$ cat src/hw/rtl/klrx_pkg.sv
// Package for the K-line response frame receiver: codes, limits and word types.
`default_nettype none
package klrx_pkg;

   localparam logic [7:0] MAX_DATA   = 8'd128;
   localparam logic [7:0] NEG_STATUS = 8'h7f;

   localparam logic [1:0] MODE_START   = 2'd0;
   localparam logic [1:0] MODE_BYTE    = 2'd1;
   localparam logic [1:0] MODE_TIMEOUT = 2'd2;

   localparam logic KIND_DATA   = 1'b0;
   localparam logic KIND_STATUS = 1'b1;

   localparam logic [1:0] FS_OK       = 2'd0;
   localparam logic [1:0] FS_ERROR    = 2'd1;
   localparam logic [1:0] FS_OVERFLOW = 2'd2;
   localparam logic [1:0] FS_BADSUM   = 2'd3;

   typedef enum logic [2:0] {
      PH_IDLE,
      PH_ECHO,
      PH_LEN,
      PH_STATUS,
      PH_DATA,
      PH_CSUM,
      PH_DRAIN
   } phase_type;

   typedef struct packed {
      logic [1:0] mode;
      logic [8:0] echo_count;
      logic [7:0] rx_byte;
   } request_type;

   typedef struct packed {
      logic       kind;
      logic [7:0] data_byte;
      logic [7:0] byte_index;
      logic [1:0] frame_status;
      logic [7:0] data_count;
      logic [7:0] service_status;
   } result_type;

endpackage
`default_nettype wire

$ cat src/hw/rtl/klrx_parser.sv
// Frame parser: phase state, counters and checksum, one word per cycle.
`default_nettype none
module klrx_parser (
   input  wire logic                clock,
   input  wire logic                reset,
   input  wire logic                item_valid,
   input  wire klrx_pkg::request_type item,
   output logic                     res_valid,
   output klrx_pkg::result_type     res
);
   import klrx_pkg::*;

   phase_type  phase_ff, phase_in;
   logic [8:0] echo_left_ff, echo_left_in;
   logic [7:0] frame_length_ff, frame_length_in;
   logic [7:0] status_byte_ff, status_byte_in;
   logic [7:0] running_sum_ff, running_sum_in;
   logic [7:0] data_index_ff, data_index_in;

   logic [8:0] data_expected;
   logic [8:0] index_next;
   logic [8:0] echo_dec;

   // length 0 means no announced end
   assign data_expected = (frame_length_ff == 8'd0) ? 9'd256
                                                    : {1'b0, frame_length_ff} - 9'd1;
   assign index_next    = {1'b0, data_index_ff} + 9'd1;
   assign echo_dec      = echo_left_ff - 9'd1;

   always_comb begin
      phase_in        = phase_ff;
      echo_left_in    = echo_left_ff;
      frame_length_in = frame_length_ff;
      status_byte_in  = status_byte_ff;
      running_sum_in  = running_sum_ff;
      data_index_in   = data_index_ff;
      res_valid       = 1'b0;
      res             = '0;
      res.kind        = KIND_STATUS;
      res.data_count  = data_index_ff;

      if (item_valid) begin
         if (item.mode == MODE_START) begin
            echo_left_in    = item.echo_count;
            frame_length_in = 8'd0;
            status_byte_in  = 8'd0;
            running_sum_in  = 8'd0;
            data_index_in   = 8'd0;
            phase_in        = (item.echo_count != 9'd0) ? PH_ECHO : PH_LEN;
         end else if ((item.mode == MODE_BYTE || item.mode == MODE_TIMEOUT) &&
                      phase_ff != PH_IDLE) begin
            if (phase_ff == PH_DRAIN) begin
               // timeouts count as drained words too
               echo_left_in = echo_dec;
               if (echo_dec == 9'd0) begin
                  res_valid        = 1'b1;
                  res.frame_status = FS_ERROR;
                  phase_in         = PH_IDLE;
               end
            end else if (item.mode == MODE_TIMEOUT) begin
               res_valid        = 1'b1;
               res.frame_status = FS_ERROR;
               phase_in         = PH_IDLE;
            end else begin
               case (phase_ff)
                  PH_ECHO: begin
                     echo_left_in = echo_dec;
                     if (echo_dec == 9'd0) phase_in = PH_LEN;
                  end
                  PH_LEN: begin
                     frame_length_in = item.rx_byte;
                     running_sum_in  = item.rx_byte;
                     phase_in        = PH_STATUS;
                  end
                  PH_STATUS: begin
                     status_byte_in = item.rx_byte;
                     running_sum_in = running_sum_ff + item.rx_byte;
                     if (item.rx_byte == NEG_STATUS) begin
                        if (frame_length_ff == 8'd0) begin
                           res_valid        = 1'b1;
                           res.frame_status = FS_ERROR;
                           phase_in         = PH_IDLE;
                        end else begin
                           echo_left_in = {1'b0, frame_length_ff};
                           phase_in     = PH_DRAIN;
                        end
                     end else begin
                        phase_in = (data_expected == 9'd0) ? PH_CSUM : PH_DATA;
                     end
                  end
                  PH_DATA: begin
                     res_valid = 1'b1;
                     if (data_index_ff >= MAX_DATA) begin
                        res.frame_status = FS_OVERFLOW;
                        phase_in         = PH_IDLE;
                     end else begin
                        running_sum_in = running_sum_ff + item.rx_byte;
                        res.kind       = KIND_DATA;
                        res.data_byte  = item.rx_byte;
                        res.byte_index = data_index_ff;
                        res.data_count = index_next[7:0];
                        data_index_in  = index_next[7:0];
                        if (index_next == data_expected) phase_in = PH_CSUM;
                     end
                  end
                  PH_CSUM: begin
                     res_valid        = 1'b1;
                     res.frame_status = (item.rx_byte == running_sum_ff) ? FS_OK
                                                                         : FS_BADSUM;
                     phase_in         = PH_IDLE;
                  end
                  default: phase_in = PH_IDLE;
               endcase
            end
         end
      end
      res.service_status = status_byte_in;
   end

   always_ff @(posedge clock) begin
      if (reset) begin
         phase_ff        <= PH_IDLE;
         echo_left_ff    <= 9'd0;
         frame_length_ff <= 8'd0;
         status_byte_ff  <= 8'd0;
         running_sum_ff  <= 8'd0;
         data_index_ff   <= 8'd0;
      end else begin
         phase_ff        <= phase_in;
         echo_left_ff    <= echo_left_in;
         frame_length_ff <= frame_length_in;
         status_byte_ff  <= status_byte_in;
         running_sum_ff  <= running_sum_in;
         data_index_ff   <= data_index_in;
      end
   end

endmodule
`default_nettype wire

$ cat src/hw/rtl/klrx_out_buf.sv
// Two-entry result buffer that decouples the parser from rsp_stall.
`default_nettype none
module klrx_out_buf (
   input  wire logic                 clock,
   input  wire logic                 reset,
   input  wire logic                 push,
   input  wire klrx_pkg::result_type push_word,
   output logic                      has_space,
   output logic                      out_valid,
   input  wire logic                 out_stall,
   output klrx_pkg::result_type      out_word
);
   import klrx_pkg::*;

   logic [1:0] count_ff, count_in;
   result_type head_ff, head_in;
   result_type tail_ff, tail_in;
   logic       pop;

   assign has_space = (count_ff != 2'd2);
   assign out_valid = (count_ff != 2'd0);
   assign out_word  = head_ff;
   assign pop       = out_valid && !out_stall;

   always_comb begin
      count_in = count_ff;
      head_in  = head_ff;
      tail_in  = tail_ff;
      case (count_ff)
         2'd0: begin
            if (push) begin
               head_in  = push_word;
               count_in = 2'd1;
            end
         end
         2'd1: begin
            if (push && pop) begin
               head_in = push_word;
            end else if (push) begin
               tail_in  = push_word;
               count_in = 2'd2;
            end else if (pop) begin
               count_in = 2'd0;
            end
         end
         2'd2: begin
            if (pop) begin
               head_in  = tail_ff;
               count_in = 2'd1;
            end
         end
         default: count_in = 2'd0;
      endcase
   end

   always_ff @(posedge clock) begin
      if (reset) begin
         count_ff <= 2'd0;
      end else begin
         count_ff <= count_in;
      end
      head_ff <= head_in;
      tail_ff <= tail_in;
   end

endmodule
`default_nettype wire

$ cat src/hw/rtl/kline_response_frame_receiver_top.sv
// K-line response frame receiver: input register, parser and result buffer.
//
// Input channel req_*: one word per event - start (with echo_count), received
// byte (rx_byte) or byte timeout. Result channel rsp_*: a data word (kind 0)
// for each stored response byte, and one status word (kind 1) that closes
// each frame with ok, error, overflow or bad checksum.
// Throughput: one word per cycle while the result buffer has space; results
// pass combinationally from the input register into a two-entry result buffer.
// A word passes two register stages (input register, result buffer) before
// its result is at rsp_*. Words with no result still pass the input register.
// rsp_stall: the result buffer absorbs two words; after that the input
// register holds and req_stall rises until the receiver takes a word.
// Reset (synchronous, active high): phase returns to idle, all counters and
// the checksum clear, and both the input register and result buffer empty.
`default_nettype none
module kline_response_frame_receiver_top (
   input  wire logic       clock,
   input  wire logic       reset,
   input  wire logic       req_valid,
   output logic            req_stall,
   input  wire logic [1:0] req_mode,
   input  wire logic [8:0] req_echo_count,
   input  wire logic [7:0] req_rx_byte,
   output logic            rsp_valid,
   input  wire logic       rsp_stall,
   output logic            rsp_kind,
   output logic [7:0]      rsp_data_byte,
   output logic [7:0]      rsp_byte_index,
   output logic [1:0]      rsp_frame_status,
   output logic [7:0]      rsp_data_count,
   output logic [7:0]      rsp_service_status
);
   import klrx_pkg::*;

   logic        in_valid_ff, in_valid_in;
   request_type in_word_ff, in_word_in;
   logic        advance;
   logic        load;
   logic        res_valid;
   result_type  res;
   logic        has_space;
   result_type  out_word;

   assign advance   = in_valid_ff && has_space;
   assign req_stall = in_valid_ff && !has_space;
   assign load      = req_valid && !req_stall;

   always_comb begin
      in_valid_in = in_valid_ff;
      in_word_in  = in_word_ff;
      if (load) begin
         in_valid_in = 1'b1;
         in_word_in  = '{mode: req_mode, echo_count: req_echo_count,
                         rx_byte: req_rx_byte};
      end else if (advance) begin
         in_valid_in = 1'b0;
      end
   end

   always_ff @(posedge clock) begin
      if (reset) begin
         in_valid_ff <= 1'b0;
      end else begin
         in_valid_ff <= in_valid_in;
      end
      in_word_ff <= in_word_in;
   end

   klrx_parser u_parser (
      .clock      (clock),
      .reset      (reset),
      .item_valid (advance),
      .item       (in_word_ff),
      .res_valid  (res_valid),
      .res        (res)
   );

   klrx_out_buf u_out_buf (
      .clock     (clock),
      .reset     (reset),
      .push      (res_valid),
      .push_word (res),
      .has_space (has_space),
      .out_valid (rsp_valid),
      .out_stall (rsp_stall),
      .out_word  (out_word)
   );

   assign rsp_kind           = out_word.kind;
   assign rsp_data_byte      = out_word.data_byte;
   assign rsp_byte_index     = out_word.byte_index;
   assign rsp_frame_status   = out_word.frame_status;
   assign rsp_data_count     = out_word.data_count;
   assign rsp_service_status = out_word.service_status;

endmodule
`default_nettype wire

$ cat config.mk
export PLATFORM = sky130hd
export DESIGN_NAME = kline_response_frame_receiver_top
export DESIGN_NICKNAME = d
export VERILOG_FILES = /design/src/hw/rtl/klrx_pkg.sv /design/src/hw/rtl/klrx_parser.sv /design/src/hw/rtl/klrx_out_buf.sv /design/src/hw/rtl/kline_response_frame_receiver_top.sv
export SDC_FILE = /design/constraint.sdc
export NUM_CORES = 1
export LEC_CHECK = 0
export BUFFER_PORTS_ARGS = -buffer_cell sky130_fd_sc_hd__buf_2
export CAP_MARGIN = 25
export CELL_PAD_IN_SITES_DETAIL_PLACEMENT = 1
export CELL_PAD_IN_SITES_GLOBAL_PLACEMENT = 2
export CORE_MARGIN = 3
export CORE_UTILIZATION = 35
export CTS_CLUSTER_DIAMETER = 100
export DETAILED_ROUTE_END_ITERATION = 7
export PLACE_DENSITY = 0.87
export SYNTH_ARGS = -nofsm -noshare
export SYNTH_HDL_FRONTEND = slang
export SYNTH_SLANG_ARGS = --single-unit
$ cat constraint.sdc
create_clock -name clock -period 4.4 [get_ports clock]
set_input_delay 0.88 -clock clock [delete_from_list [all_inputs] [get_ports clock]]
set_output_delay 0.88 -clock clock [all_outputs]
set_load 0.03 [all_outputs]
==> impl.org <==
** Synth
- Number of instances in the synthesized netlist :: approximately 680
- Sorting the synthesized cells by how often they occur yields edfxtp_1, nor2_1, nand2_1.
- Synthesis warning total :: 0
- Summing the sequential cell areas from Yosys gives roughly 52% of the chip area.
- In the post-synthesis netlist, the biggest area contributors are edfxtp_1, dfxtp_1, nor2_1, nand2_1, ha_1.
- A synthesized cell averages between 10 and 15 um^2.
- Synthesis instantiated 70 different standard cells from the library.
- The largest total area in the synthesized netlist belongs to edfxtp_1.
- Summing the areas of all and, or, nand and nor instances in the mapped netlist gives between 20% and 30% of the synthesized area.
- Nets in the synthesized netlist :: between 700 and 800
- Top-area cell type share of the netlist area :: around 39%
- Multiplexer fraction of the synthesized cell area :: under 10%
- Fraction of the mapped netlist area in compound gates :: 14.20%
- In this run, synthesis produced a sequential element count of 136.
- Summed instance area of the synthesized netlist :: 6902 um^2
- In the synthesized netlist the dominant register cell turns out to be edfxtp_1.
- Number of enable-type register cells in the synthesized netlist :: between 80 and 90
- In the synthesized netlist the async set-or-reset flop fraction comes to 0%.
- Dominant cell by count in the synthesized netlist :: edfxtp_1
- After synthesis, the largest family of logic cells by area is simple AND/OR/NAND/NOR gates.
- The synthesized netlist devotes between 3 and 4% of its cell area to XOR and XNOR gates.
- After Yosys synthesis, full adders, half adders and majority gates account for 3.191% of the synthesized area.

** Setup path
- Arrival time of data at the critical path endpoint :: approximately 3500 ps
- Crit path to :: u_out_buf.out_word[17]
- Stage delay of the slowest cell on the critical path :: 450 ps
- Worst path cell trace :: inv_1 -> ha_1 -> nor3b_1 -> nand3_1 -> a211oi_1 -> nor2_1 -> nor4_1 -> a21oi_1 -> o22ai_4 -> buf_4
- Crit Reg-Reg Startpoint :: u_parser.echo_left_ff[1]
- Setup crit start kind :: flip-flop
- Among all stages on the critical path, the largest delay is contributed by nor3b_1.
- Worst Reg-to-Reg Cells :: 10
- Path type of the worst setup path :: reg2reg
- Critical path depth in cells :: 10
- Family with the most delay on the worst path :: simple AND/OR/NAND/NOR gates
- Worst path bufs/invs :: 2
- Maximum fanout along the worst path :: 35
- For the worst setup path, the data required time is approximately 4500 ps.
- In this run the register-to-register setup slack is between 900 and 1000 ps.
- Worst Setup End Kind :: flip-flop
- The most critical setup path has its startpoint at u_parser.echo_left_ff[1].
- Endpoint of the lowest-slack register-to-register path :: u_out_buf.out_word[17]

** Layout
- 0 antenna diodes ended up in the layout.
- The sequential cells in the finished layout cover a total of 3613 um^2.
- The final layout contains 770 nets.
- Combined area of the multi-input logic cells :: a little over 3000 um^2
- Cells fill roughly 42% of the core in the end.
- Post-route cell area :: between 8000 and 9000 um^2
- From synthesis to final layout, the design area changed by 16.72%.
- Fill count :: around 2200
- Cells with a size suffix above 1 make up ~17% of the layout.

** Clock tree
- TritonCTS built the clock tree.
- Clock-pin slew was measured on the worst setup and hold paths at 70 ps.
- Total clock sinks :: about 140
- The number of hold buffers added after CTS was 0.
- At the later pin of the worst-skew pair, clock insertion delay measures about 430 ps.
- PostCTS Resize Cnt :: 0
- H-tree depth reported by CTS :: 4
- Post-CTS setup repair buffer count :: 0
- The number of clock buffers added by TritonCTS is 17.
- The tree is rooted in a clkbuf_16.
- The longest clock path from root to sink contains 2 buffers.

** Die
- For this configuration, the core starts out at a cell density of around 36%.
- The die covers between 20000 and 25000 um^2.
- In this run the vertical extent of the chip is 146.4 um.
- In this run the core area contains 50 standard-cell rows.
- Measured along the x axis, the die boundary spans between 100 and 150 um.
- Area inside the core boundary :: around 19000 um^2
- 60 I/O pins were placed.

** STA
- Relative slew margins :: between 30% and 40%
- Adding up every negative setup slack in the final design gives 0 ps.
- Setup violations remaining at the end of the flow were counted as 0.
- Final period util :: roughly 78%
- Number of pins with negative max-slew slack in the final report :: 0
- Max Clock Freq :: between 0.2 and 0.3 GHz
- Tightest Pin Transition :: 929.7 ps
- The routed design could run at a clock period as short as roughly 3400 ps.
- RSZ-0062 raised after global routing :: no
- The final hold violation count came to 0.
- Worst-case clock skew :: between 9 and 10 ps

** Route
- After detailed routing, the number of remaining DRC violations is 0.
- Before antenna repair, the detailed router went through 4 iterations.
- Remaining number of nets flagged by the antenna check after routing :: 0
- Routed via count :: roughly 5300
- Summed over all layers, the routed wires come to approximately 18000 um.
- Drt wl/cell :: roughly 18 um
- After the first detailed-routing iteration, the DRC count stood at around 250.
- Dividing the detail-routed via count by the number of cells gives approximately 5.3.

** Run
- Across the run, the number of max-cap violations was 0.

** Power and ir drop
- IR Drop Worst-Case VDD :: ~250 uV
- Standby leakage power :: between 0.003 and 0.004 uW
- Final Power :: roughly 2900 uW
- P per Cell Area :: approximately 360 nW/um^2

** Placed design
- Weighted congestion reported at the end of routability-driven placement :: approximately 0.8
- The wire-length estimate of the detail-placed layout is about 13000 um.
- Count of buffers from port buffering :: 59
- Summing all placed instances gives a cell area of ~7500 um^2.

** Global route
- Global-route wire length before repair :: 29060 um
- Pin count of the biggest net entering global routing :: 36
- Global routing used between 10% and 20% of the available tracks across all layers.
- Number of antenna violations at the first check in global routing :: 0
- The number of global-route vias before repair came to 5426.
- Overflow after GRT :: 0

** Hold path
- The worst hold path belongs to the class reg2reg.

** Run status
- The run finished with clean final reports.
tightest hold or removal path, stage by stage (launching register included):
cell	delay (ps)
dfxtp_1	320
nand2_1	60
a21oi_1	50
power by group:
| group | internal (uW) | leakage (uW) | switching (uW) |
|---|---|---|---|
| sequential | 1360 | 0.00126 | 21.1 |
| combinational | 43.8 | 0.00167 | 66.6 |
| clock | 743 | 0.000268 | 627 |
per-layer routing:
metal  track usage, %  wire [um]
met1            22.03       8417
met2            28.71       8848
met3            3.631        679
met4            4.892        241
met5                0          0
flip-flops by register name, summed over array words and instances, names as in the netlist:
| register | cells |
|---|---|
| in_valid_ff | 1 |
| in_word_ff | 19 |
| u_out_buf.count_ff | 2 |
| u_out_buf.out_word | 35 |
| u_out_buf.tail_ff | 35 |
| u_parser.data_index_ff | 8 |
| u_parser.echo_left_ff | 9 |
| u_parser.frame_length_ff | 8 |
| u_parser.phase_ff | 3 |
| u_parser.running_sum_ff | 8 |
| u_parser.status_byte_ff | 8 |
how the worst min path moves through the flow:
stage | startpoint | endpoint | slack, ps | depth (start not counted)
2_1_floorplan | u_parser.running_sum_ff[0] | u_parser.running_sum_ff[0] | 440 | 2
3_3_place_gp | u_parser.running_sum_ff[6] | u_parser.running_sum_ff[6] | 440 | 2
3_5_place_dp | u_parser.running_sum_ff[6] | u_parser.running_sum_ff[6] | 460 | 2
4_1_cts | u_parser.running_sum_ff[6] | u_parser.running_sum_ff[6] | 470 | 2
5_1_grt | u_parser.running_sum_ff[6] | u_parser.running_sum_ff[6] | 490 | 2
6_report | u_parser.running_sum_ff[6] | u_parser.running_sum_ff[6] | 470 | 2
metrics by stage:
step           std cells  hold slack (ps)  worst slack [ps]
3_3_place_gp         968            444.6              1249
3_5_place_dp         969            461.5             967.8
2_1_floorplan        678            435.6             306.6
5_1_grt             1003            487.5             605.9
6_report            1003            470.7             963.6
4_1_cts             1001            470.4             955.7
logic make-up (layout without fill, tap and decap cells):
group / after synthesis / in the layout
adders and majority gates: 17 / 17
DFF: 136 / 136
AOI/OAI and AO/OA: 146 / 146
xor gates and xnor gates: 26 / 26
and+or+nand+nor: 277 / 277
muxes: 23 / 23
buffers and inverters: 52 / 117
other: 1 / 1
layout by cell type (no fill, tap or decap), drive strengths merged, types with 4 or more instances in the layout:
master  netlist  routed
nor2b        22      22
and2         19      19
nor2         80      80
or3           8       8
a31oi         7       7
dfxtp        47      47
clkbuf       29      17
mux2         10      10
xnor2        19      19
a22oi         4       4
o211ai        7       7
a21oi        31      31
buf           8      70
xor2          7       7
nand4         4       4
nor4          7       7
or2           4       4
inv          15      23
clkinv        0       4
nand2        55      55
and3          4       4
nand3        18      18
edfxtp       89      89
nand2b       15      15
mux2i        13      13
nor3         22      22
a21o         21      21
ha           16      16
nor3b         7       7
o21ai        28      28
a211oi       18      18
cell type report:
class,count,share of cell area [%]
multi-input combinational,490,38.49
inverter,15,0.6990
timing repair buffer,70,4.939
clock inverter,15,1.693
clock buffer,17,5.281
tap,260,4.039
sequential,136,44.86
Note: power is estimated with default switching activity, not from simulation.
